<file path="src/gbjs_pkg.sv">
`timescale 1ns / 1ps
`default_nettype none
// ----------------------------------------------------------------------------
// gbjs_pkg
// Types, register indexes and constants shared by the gamepad scanner files.
// ----------------------------------------------------------------------------
package gbjs_pkg;

    localparam int NUM_BUTTONS = 12;
    localparam int FIELD_W     = 12;
    localparam int ADC_W       = 16;
    localparam int THR_W       = 15;
    localparam int CFG_IDX_W   = 3;
    localparam int CFG_DATA_W  = 15;

    // buttons beyond the field width or NUM_BUTTONS are never reported
    localparam logic [FIELD_W-1:0] BUTTON_SPAN = (NUM_BUTTONS >= FIELD_W) ?
        {FIELD_W{1'b1}} : FIELD_W'((64'd1 << NUM_BUTTONS) - 64'd1);

    // direction bits inside the button field
    localparam int DIR_LEFT  = 0;
    localparam int DIR_UP    = 1;
    localparam int DIR_RIGHT = 2;
    localparam int DIR_DOWN  = 3;

    // register indexes
    localparam logic [CFG_IDX_W-1:0] REG_AVAILABLE_MASK = 3'd0;
    localparam logic [CFG_IDX_W-1:0] REG_ACTIVE_HIGH    = 3'd1;
    localparam logic [CFG_IDX_W-1:0] REG_ANALOG_MODE    = 3'd2;
    localparam logic [CFG_IDX_W-1:0] REG_SWITCH_THR     = 3'd3;
    localparam logic [CFG_IDX_W-1:0] REG_KEEP_THR       = 3'd4;

    localparam logic [THR_W-1:0] SWITCH_THR_RESET = 15'h3000;
    localparam logic [THR_W-1:0] KEEP_THR_RESET   = 15'h2000;

    localparam logic signed [ADC_W-1:0] AXIS_MIN = 16'sh8000;
    localparam logic signed [ADC_W-1:0] AXIS_MAX = 16'sh7fff;

    typedef struct packed {
        logic [FIELD_W-1:0] available_mask;
        logic               active_high;
        logic               analog_mode;
        logic [THR_W-1:0]   switch_threshold;
        logic [THR_W-1:0]   keep_threshold;
    } t_cfg;

    typedef struct packed {
        logic [FIELD_W-1:0] pin_levels;
        logic [ADC_W-1:0]   adc_x;
        logic [ADC_W-1:0]   adc_y;
    } t_sample;

    typedef struct packed {
        logic [FIELD_W-1:0]       pressed;
        logic signed [ADC_W-1:0]  pos_x;
        logic signed [ADC_W-1:0]  pos_y;
        logic                     changed;
        logic [FIELD_W-1:0]       led_levels;
    } t_result;

    // scanner state carried from one sample to the next
    typedef struct packed {
        logic [FIELD_W-1:0] held_buttons;
        logic [FIELD_W-1:0] led_drive;
    } t_state;

endpackage
`default_nettype wire

</file>
<file path="src/gbjs_stream_if.sv">
`timescale 1ns / 1ps
`default_nettype none
// ----------------------------------------------------------------------------
// gbjs_stream_if
// Valid/ready channel carrying one payload beat.
// ----------------------------------------------------------------------------
interface gbjs_stream_if #(
    parameter type t_payload = logic
);
    logic     valid;
    logic     ready;
    t_payload payload;

    modport source (output valid, output payload, input ready);
    modport sink   (input valid, input payload, output ready);
endinterface
`default_nettype wire

</file>
<file path="src/gbjs_cfg_regs.sv">
`timescale 1ns / 1ps
`default_nettype none
// ----------------------------------------------------------------------------
// gbjs_cfg_regs
// Configuration register file written through the plain write port.
// ----------------------------------------------------------------------------
module gbjs_cfg_regs (
    input  wire logic                            i_clk,
    input  wire logic                            i_rst_n,
    input  wire logic                            i_cfg_we,
    input  wire logic [gbjs_pkg::CFG_IDX_W-1:0]  i_cfg_idx,
    input  wire logic [gbjs_pkg::CFG_DATA_W-1:0] i_cfg_data,
    output gbjs_pkg::t_cfg                       o_cfg
);
    import gbjs_pkg::*;

    t_cfg r_cfg;

    always_ff @(posedge i_clk) begin
        if (!i_rst_n) begin
            r_cfg.available_mask   <= '0;
            r_cfg.active_high      <= 1'b0;
            r_cfg.analog_mode      <= 1'b0;
            r_cfg.switch_threshold <= SWITCH_THR_RESET;
            r_cfg.keep_threshold   <= KEEP_THR_RESET;
        end else if (i_cfg_we) begin
            unique case (i_cfg_idx)
                REG_AVAILABLE_MASK: r_cfg.available_mask   <= i_cfg_data[FIELD_W-1:0];
                REG_ACTIVE_HIGH:    r_cfg.active_high      <= i_cfg_data[0];
                REG_ANALOG_MODE:    r_cfg.analog_mode      <= i_cfg_data[0];
                REG_SWITCH_THR:     r_cfg.switch_threshold <= i_cfg_data[THR_W-1:0];
                REG_KEEP_THR:       r_cfg.keep_threshold   <= i_cfg_data[THR_W-1:0];
                default: begin
                end
            endcase
        end
    end

    assign o_cfg = r_cfg;

endmodule
`default_nettype wire

</file>
<file path="src/gbjs_eval.sv">
`timescale 1ns / 1ps
`default_nettype none
// ----------------------------------------------------------------------------
// gbjs_eval
// Single-pass evaluation of one sample: button decode, axes, hysteresis
// direction bits and the next scanner state.
// ----------------------------------------------------------------------------
module gbjs_eval (
    input  wire gbjs_pkg::t_cfg    i_cfg,
    input  wire gbjs_pkg::t_sample i_sample,
    input  wire gbjs_pkg::t_state  i_state,
    output gbjs_pkg::t_result      o_result,
    output gbjs_pkg::t_state       o_state
);
    import gbjs_pkg::*;

    logic [FIELD_W-1:0]      avail;
    logic [FIELD_W-1:0]      level;
    logic [FIELD_W-1:0]      btns_raw;
    logic [FIELD_W-1:0]      btns;
    logic [FIELD_W-1:0]      held;
    logic signed [ADC_W-1:0] ana_x;
    logic signed [ADC_W-1:0] ana_y;
    logic signed [ADC_W-1:0] pos_x;
    logic signed [ADC_W-1:0] pos_y;
    logic signed [ADC_W:0]   lim_l;
    logic signed [ADC_W:0]   lim_r;
    logic signed [ADC_W:0]   lim_u;
    logic signed [ADC_W:0]   lim_d;
    logic [3:0]              dir;
    logic                    changed;
    logic [FIELD_W-1:0]      led_next;

    always_comb begin
        held     = i_state.held_buttons;
        avail    = i_cfg.available_mask & BUTTON_SPAN;
        level    = i_cfg.active_high ? i_sample.pin_levels : ~i_sample.pin_levels;
        btns_raw = level & avail;

        // recentring by 0x8000 is a flip of the top bit
        ana_x = {~i_sample.adc_x[ADC_W-1], i_sample.adc_x[ADC_W-2:0]};
        ana_y = {~i_sample.adc_y[ADC_W-1], i_sample.adc_y[ADC_W-2:0]};

        // held direction compares against keep threshold
        lim_l = {2'b00, held[DIR_LEFT]  ? i_cfg.keep_threshold : i_cfg.switch_threshold};
        lim_r = {2'b00, held[DIR_RIGHT] ? i_cfg.keep_threshold : i_cfg.switch_threshold};
        lim_u = {2'b00, held[DIR_UP]    ? i_cfg.keep_threshold : i_cfg.switch_threshold};
        lim_d = {2'b00, held[DIR_DOWN]  ? i_cfg.keep_threshold : i_cfg.switch_threshold};

        dir = '0;
        dir[DIR_LEFT]  = (ADC_W+1)'(ana_x) < -lim_l;
        dir[DIR_RIGHT] = (ADC_W+1)'(ana_x) >  lim_r;
        dir[DIR_UP]    = (ADC_W+1)'(ana_y) < -lim_u;
        dir[DIR_DOWN]  = (ADC_W+1)'(ana_y) >  lim_d;

        if (i_cfg.analog_mode) begin
            pos_x = ana_x;
            pos_y = ana_y;
            btns  = btns_raw | {{(FIELD_W-4){1'b0}}, dir};
        end else begin
            // left wins over right, up wins over down
            if (btns_raw[DIR_LEFT]) begin
                pos_x = AXIS_MIN;
            end else if (btns_raw[DIR_RIGHT]) begin
                pos_x = AXIS_MAX;
            end else begin
                pos_x = '0;
            end
            if (btns_raw[DIR_UP]) begin
                pos_y = AXIS_MIN;
            end else if (btns_raw[DIR_DOWN]) begin
                pos_y = AXIS_MAX;
            end else begin
                pos_y = '0;
            end
            btns = btns_raw;
        end

        changed = (btns != held);
        // led low for pressed and high for released available buttons, unavailable ones keep their drive
        led_next = changed ? ((i_state.led_drive & ~avail) | (~btns & avail))
                           : i_state.led_drive;

        o_state.held_buttons = changed ? btns : held;
        o_state.led_drive    = led_next;

        o_result.pressed    = btns;
        o_result.pos_x      = pos_x;
        o_result.pos_y      = pos_y;
        o_result.changed    = changed;
        o_result.led_levels = led_next;
    end

endmodule
`default_nettype wire

</file>
<file path="src/gamepad_button_joystick_scanner.sv">
`timescale 1ns / 1ps
`default_nettype none
// ----------------------------------------------------------------------------
// gamepad_button_joystick_scanner
// Button and joystick sample scanner with threshold hysteresis on directions.
// ----------------------------------------------------------------------------
// Each sample beat is taken into an input register, evaluated in one pass of
// short compare and mask logic, and placed in a result register; one result
// beat comes out for every sample beat once the output side is ready. A new
// sample can be accepted every cycle while the result register is free or
// draining: the pressed set and LED drive state are updated in the same cycle
// the sample moves to the result register, so the next sample sees them at
// once. The output register decouples the two sides, so one sample is still
// taken while a result waits. Configuration is written through i_cfg_we/
// i_cfg_idx/i_cfg_data; indexes beyond the register list are ignored.
// ----------------------------------------------------------------------------
module gamepad_button_joystick_scanner (
    input  wire logic                            i_clk,
    input  wire logic                            i_rst_n,
    input  wire logic                            i_cfg_we,
    input  wire logic [gbjs_pkg::CFG_IDX_W-1:0]  i_cfg_idx,
    input  wire logic [gbjs_pkg::CFG_DATA_W-1:0] i_cfg_data,
    gbjs_stream_if.sink                          i_in,
    gbjs_stream_if.source                        o_out
);
    import gbjs_pkg::*;

    t_cfg    cfg;
    t_sample r_in;
    logic    r_in_valid;
    t_result r_out;
    logic    r_out_valid;
    t_state  r_state;
    t_state  n_state;
    t_result n_out;
    logic    advance;

    gbjs_cfg_regs u_cfg (
        .i_clk      (i_clk),
        .i_rst_n    (i_rst_n),
        .i_cfg_we   (i_cfg_we),
        .i_cfg_idx  (i_cfg_idx),
        .i_cfg_data (i_cfg_data),
        .o_cfg      (cfg)
    );

    gbjs_eval u_eval (
        .i_cfg    (cfg),
        .i_sample (r_in),
        .i_state  (r_state),
        .o_result (n_out),
        .o_state  (n_state)
    );

    // sample moves on when the result register is free or draining
    assign advance    = r_in_valid && (!r_out_valid || o_out.ready);
    assign i_in.ready = !r_in_valid || advance;

    always_ff @(posedge i_clk) begin
        if (!i_rst_n) begin
            r_in_valid            <= 1'b0;
            r_out_valid           <= 1'b0;
            r_state.held_buttons  <= '0;
            r_state.led_drive     <= '1;
        end else begin
            if (i_in.ready) begin
                r_in_valid <= i_in.valid;
            end
            if (advance) begin
                r_out_valid <= 1'b1;
                r_state     <= n_state;
            end else if (o_out.ready) begin
                r_out_valid <= 1'b0;
            end
        end
    end

    always_ff @(posedge i_clk) begin
        if (i_in.ready && i_in.valid) begin
            r_in <= i_in.payload;
        end
        if (advance) begin
            r_out <= n_out;
        end
    end

    assign o_out.valid   = r_out_valid;
    assign o_out.payload = r_out;

endmodule
`default_nettype wire
</file>
<file path="src/flat_wrapper.sv">
// flat-port wrapper written by rule: the top's interface ports become plain ports
module gamepad_button_joystick_scanner_flat import gbjs_pkg::*;
  (i_clk, i_rst_n, i_cfg_we, i_cfg_idx, i_cfg_data, i_in_valid, i_in_payload, i_in_ready, o_out_valid, o_out_payload, o_out_ready);
  gbjs_stream_if i_in_i ();
  gbjs_stream_if o_out_i ();
  input  wire logic i_clk;
  input  wire logic i_rst_n;
  input  wire logic i_cfg_we;
  input  wire logic [gbjs_pkg::CFG_IDX_W-1:0] i_cfg_idx;
  input  wire logic [gbjs_pkg::CFG_DATA_W-1:0] i_cfg_data;
  input wire logic [$bits(i_in_i.valid)-1:0] i_in_valid;
  input wire logic [$bits(i_in_i.payload)-1:0] i_in_payload;
  output wire logic [$bits(i_in_i.ready)-1:0] i_in_ready;
  output wire logic [$bits(o_out_i.valid)-1:0] o_out_valid;
  output wire logic [$bits(o_out_i.payload)-1:0] o_out_payload;
  input wire logic [$bits(o_out_i.ready)-1:0] o_out_ready;
  assign i_in_i.valid = i_in_valid;
  assign i_in_i.payload = i_in_payload;
  assign i_in_ready = i_in_i.ready;
  assign o_out_valid = o_out_i.valid;
  assign o_out_payload = o_out_i.payload;
  assign o_out_i.ready = o_out_ready;
  gamepad_button_joystick_scanner u_core (.i_clk(i_clk), .i_rst_n(i_rst_n), .i_cfg_we(i_cfg_we), .i_cfg_idx(i_cfg_idx), .i_cfg_data(i_cfg_data), .i_in(i_in_i), .o_out(o_out_i));
endmodule
</file>
<file path="config.mk">
export PLATFORM = sky130hd
export DESIGN_NAME = gamepad_button_joystick_scanner_flat
export DESIGN_NICKNAME = d
export VERILOG_FILES = /design/src/gbjs_pkg.sv /design/src/gbjs_stream_if.sv /design/src/gbjs_cfg_regs.sv /design/src/gbjs_eval.sv /design/src/gamepad_button_joystick_scanner.sv /design/src/flat_wrapper.sv
export SDC_FILE = /design/constraint.sdc
export NUM_CORES = 1
export LEC_CHECK = 0
export BUFFER_PORTS_ARGS = -buffer_cell sky130_fd_sc_hd__buf_2
export CAP_MARGIN = 5
export CORE_ASPECT_RATIO = 1.5
export CORE_MARGIN = 2
export CORE_UTILIZATION = 40
export CTS_CLUSTER_DIAMETER = 120
export DETAILED_ROUTE_END_ITERATION = 7
export PLACE_DENSITY = 0.65
export SYNTH_ARGS = -nofsm -noshare
export SYNTH_HDL_FRONTEND = slang
export SYNTH_SLANG_ARGS = --single-unit
</file>
<file path="constraint.sdc">
create_clock -name i_clk -period 4.1 [get_ports i_clk]
set_input_delay 0.82 -clock i_clk [delete_from_list [all_inputs] [get_ports i_clk]]
set_output_delay 0.82 -clock i_clk [all_outputs]
set_load 0.02 [all_outputs]
</file>
Yosys cells after proc, flatten, opt, wreduce, memory -nomap -nowiden --
Index checks and enable logic that the tools add are counted. Widths: inputs -> output; s select.
Storage, ports and cells: register bits 72, bits of input ports 24, output and inout bits 3
Cells by class: order comparisons 4, bitwise logic cells 7, muxes and demuxes 9, add/sub/neg operators 2, reductions and logical operators 14, eq/ne operators 5
Operator list (number):
- $mux 15 | 4
- $and 12x12->12 | 3
- $mux 12 | 3
- $neg 15->17 | 2
- $not 12->12 | 2
- $lt 16x17->1 | 1
- $lt 16x17->1 const A | 1
- $gt 16x16->1 | 1
- $gt 16x16->1 const A | 1
- $ne 12x12->1 | 1
- $or 12x12->12 | 1
- $or 12x4->12 | 1
- $reduce_and 2->1 | 6
- $eq 3x2->1 const B | 2
- $eq 3x1->1 const B | 1
- $eq 3x3->1 const B | 1
- $logic_not 3->1 | 1
- $logic_and 1x1->1 | 2
- $logic_not 1->1 | 2
- $logic_or 1x1->1 | 2
- $mux 1 | 2
- $reduce_bool 2->1 | 1

Depth between registers and ports, before layout --
depth in word-level cells 9, gate-level depth with buffers 16

Modules after synthesis --
A second synthesis with hierarchy kept.
Unflattened totals: cell total of the unflattened synthesis 850, area, all modules 6972.9 µm²
By module, submodules not included:
- gbjs_eval | instances 1, area each 4149.0 µm², cells each 565
- gbjs_cfg_regs | instances 1, area each 1672.9 µm², cells each 166
- gamepad_button_joystick_scanner | instances 1, area each 1151.1 µm², cells each 119

Least setup slack after synthesis --
Ideal clock, no wire load.
path kind register -> register, start point register u_core.r_state[13] in the netlist's numbering, end point register u_core.r_out, in the netlist u_core.o_out.payload, data pin, required time 3.841 ns, setup slack 0.922 ns, library setup time 0.259 ns, arrival 2.919 ns, stages on the path, launching flop included 16, path through dfxtp_1 -> buf_2 -> buf_2 -> buf_4 -> buf_4 -> mux2i_1 -> ha_1 -> o21ai_0 -> mux2_1 -> o22ai_1 -> and4b_1 -> a31oi_1 -> o21a_1 -> o211ai_1 -> a21oi_1 -> a2bb2oi_1
RTL lines:
- start: declaration | line gamepad_button_joystick_scanner.sv:33 | t_state r_state;
- start signal: assignment | line gamepad_button_joystick_scanner.sv:71 | r_state <= n_state;
- end signal: assignment | line gamepad_button_joystick_scanner.sv:83 | r_out <= n_out;
- end: declaration | line gamepad_button_joystick_scanner.sv:31 | t_result r_out;

Final worst setup path --
start point register u_core.r_state[12] in the netlist's numbering, end point register u_core.r_state[19] in the netlist's numbering
On the way: word-level cells in the longest chain between the ends 7
Ends and longest elaborated chain:
- $mux 15 | line gbjs_eval.sv:45 | lim_l = {2'b00, held[DIR_LEFT] ? i_cfg.keep_threshold : i_cfg.switch_threshold};
- $neg 15->17 | line gbjs_eval.sv:51 | dir[DIR_LEFT] = (ADC_W+1)'(ana_x) < -lim_l;
- $lt 16x17->1 | line gbjs_eval.sv:51
- $or 12x4->12 | line gbjs_eval.sv:59 | btns = btns_raw | {{(FIELD_W-4){1'b0}}, dir};
- $mux 12 | line gbjs_eval.sv:56 | if (i_cfg.analog_mode) begin
- $ne 12x12->1 * | line gbjs_eval.sv:79 | changed = (btns != held);
- $reduce_and 2->1 (no source line) *
Every way passes the cells marked *; elsewhere a longest branch is shown, timed or not. A chain may end at the register's enable or synchronous reset.

==> metrics.cfg <==
[final_layout]
post_route_cells_drive_above_1_share = 0.132
postLayoutCellArea_sq_um = 4120
fill_cells = 906
antenna_cells = 0
syn_to_final_growth_pct = 11.3
nNetsFinal = 489
final_cell_mix = nand2_1 (109), dfxtp_1 (59), a21boi_0 (39), mux2i_1 (34), buf_2 (26)
layout_commonest_cell = nand2_1

[drt]
drc = 0
wirelength_mm = 9.77
wl_per_cell_um = 16.8
drtAntennaViolNets = 0
vias = 3250
viasPerCell = 5.60
dr.pass1.iters = 4
first_iter_violations = 265

[critical_path]
slowest_delay_ns = 0.74
cp-startpoint = u_core.r_state[12]
reg2reg_from = u_core.r_state[12]
endpoint_kind = flop
start_kind = flop
endpoint = u_core.r_state[19]
cpMostUsedCell = mux2i_1
cp_data_required_time_ns = 4.36
r2r_end = u_core.r_state[19]
path_max_fanout = 14
crit_type = reg -> reg
r2r_slack_ns = 0.49
cp_slowest_cell = dfxtp_1
path_cells = mux2i_1, ha_1, inv_1, nor3b_1, nor4b_2, o21ai_1, a2111oi_2, nand4_1, a32oi_2, xnor2_1, o21ai_2, mux2i_1
arrival_ns = 3.87
r2r.worst_path.cells = 12

[clock_tree]
cts_tree = yes
cts_buffer_depth = 2
postCtsSetupRepairBufs = 0
htreeDepth = 3
ctsResizeCount = 0
path_clk_slew_ns = 0.06
cts_made_buffers = 9
postCtsHoldBufs = 0
cts_root_buffer = clkbuf_16
worstSkewPairLatency_ns = 0.34
cts_sinks = 61

[logic_synthesis]
synth_warnings = 0
syn_area_per_cell_sq_um = 8.21
synth_cells = 451
synth-compound-area-share = 0.193
yosys.area_share.simple = 0.270
synth_xor_area_frac = 0.0379
synth_fa_ha_area_frac = 0.00676
seq_area_frac_synth = 0.335
synth_top_family_by_area = simple AND/OR/NAND/NOR gates
synth_area_sq_um = 3700
synthFlopType = dfxtp_1
async_flop_share = 0
ys_seq_elements = 61
syn_nets = 477
synth_edf_count = 2
synth_mux_area_frac = 0.104
synth_cell_type_count = 66

[timing]
tightestPinTransition_ns = 1.05
rsz0062_at_grt = false
relSlewSlack = 0.300
period_share = 0.881
fmax_mhz = 277
clock_skew_ns = 0.00924
setup_violations = 0
fin_crit_ns = 3.61
hold_violations = 0
slew_viol_final = 0
fin_tns_setup_ns = 0

[floorplanning]
coreArea_sq_um = 9150
start_util = 0.405
rows = 43
die-area_sq_um = 10100
die_w_um = 82.6
die_h_um = 122
ios = 27

[hold_path]
hold_class = reg -> reg

[global_route]
grt_pass1_vias = 3195
grtUsageTotal = 0.210
grt_max_degree = 70
grt_overflow = 0
antenna_found_initial = 0
grt_pass1_wl_mm = 15.8

[pwr]
comb_power_share = 0.122
total_power_mw = 1.60
p_switching_mw = 0.423
p_int_mw = 1.18
switching_share = 0.264
vdd_drop_max_uv = 215
clockPowerShare = 0.483
p_leak_nw = 1.46
powerDensity_nw_per_um2 = 389
seqPwrFrac = 0.395

[placed_design]
dpl.hpwl_mm = 6.95
gp_congestion = 0.894
io_buffer_count = 26
postPlaceCellArea_sq_um = 3820

[status]
status = complete, no violations

[run]
drv_cap = 0

## per-stage QoR
stage	util	worst slack (ns)	hold slack (ns)	cells
finish	0.450	0.489	0.495	580
global route	0.450	0.227	0.519	580
CTS	0.450	0.514	0.496	580
detailed placement	0.418	0.518	0.488	564
global placement	0.418	0.684	0.479	564
floorplan	-	0.922	0.444	451
## worst min path at each step
stage	slack, ns	cells after the start	from	end
finish	0.50	2	u_core.u_cfg.o_cfg[33]	u_core.u_cfg.o_cfg[33]
global route	0.52	2	u_core.u_cfg.o_cfg[33]	u_core.u_cfg.o_cfg[33]
CTS	0.50	2	u_core.u_cfg.o_cfg[33]	u_core.u_cfg.o_cfg[33]
detailed placement	0.49	2	u_core.u_cfg.o_cfg[33]	u_core.u_cfg.o_cfg[33]
global placement	0.48	2	u_core.r_state[15]	u_core.r_state[15]
floorplan	0.44	2	u_core.u_cfg.o_cfg[33]	u_core.u_cfg.o_cfg[33]
## Yosys cell counts (all sizes together), types with 3 or more instances
cell type    n  share of area
a31oi        9          0.015
nor4b        4          0.015
o21ai       13          0.020
a21boi      40          0.081
and2         3         0.0054
nand3       19          0.026
clkbuf      15          0.018
nand2      109           0.11
nand4b       3         0.0071
inv          5         0.0051
mux2i       35          0.098
dfxtp       59           0.32
nor2b        5         0.0084
o32ai        5          0.012
nand3b       3         0.0061
buf         11          0.024
xor2         6          0.014
nor3        13          0.019
a21oi       10          0.014
o211ai       3         0.0061
xnor2       10          0.024
nor2        25          0.026
nor4bb       5          0.014
nor3b        3         0.0061
and3         3         0.0051
nand4        3         0.0051
## flip-flops by register name, summed over array words and instances (netlist names)
signal                count
u_core.u_cfg.o_cfg       44
u_core.r_state           13
u_core.o_out.payload      1
u_core.o_out.valid        1
u_core.r_in               1
u_core.r_in_valid         1
## layer usage
| layer | vias up | wire (um) | track usage |
|---|---|---|---|
| met5 | - | 0 | 0 |
| met4 | 0 | 437 | 0.141 |
| met3 | 30 | 355 | 0.0385 |
| met2 | 88 | 5170 | 0.363 |
| met1 | 1516 | 3810 | 0.224 |
| li1 | 1616 | - | - |
## power groups by stage
| stage | registers (mW) | clock network (mW) | logic [mW] |
|---|---|---|---|
| after detailed placement | 0.645 | 0 | 0.192 |
| after CTS | 0.632 | 0.782 | 0.195 |
| after global placement | 0.644 | 0 | 0.189 |
| after global routing | 0.634 | 0.809 | 0.214 |
| final | 0.633 | 0.773 | 0.196 |
| after floorplan | 0.633 | 0 | 0.158 |
## critical path: cells and delay by family, from the launching register on
family                     cells  cell delay (ns)
muxes                          2             0.50
and+or+nand+nor                3             0.48
AOI/OAI and AO/OA              4             1.29
xor gates and xnor gates       1             0.13
adders and majority gates      1             0.29
DFF                            1             0.74
buffers and inverters          1             0.09
## cell families after synthesis
logic type	count (synthesis)
fa+ha+maj	2
simple gates	205
compound gates	97
flops	61
mux	37
xor+xnor	16
buf+inv	33
## layout make-up
class | count | area (sq um) | area share
Clock buffer | 10 | 239 | 0.0580
Clock inverter | 6 | 62.6 | 0.0152
Timing Repair Buffer | 29 | 153 | 0.0370
Sequential cell | 61 | 1240 | 0.301
Multi-Input combinational cell | 357 | 2270 | 0.550
Tap cell | 112 | 140 | 0.0340
Inverter | 5 | 18.8 | 0.00456
(Power assumes the default switching activity.)
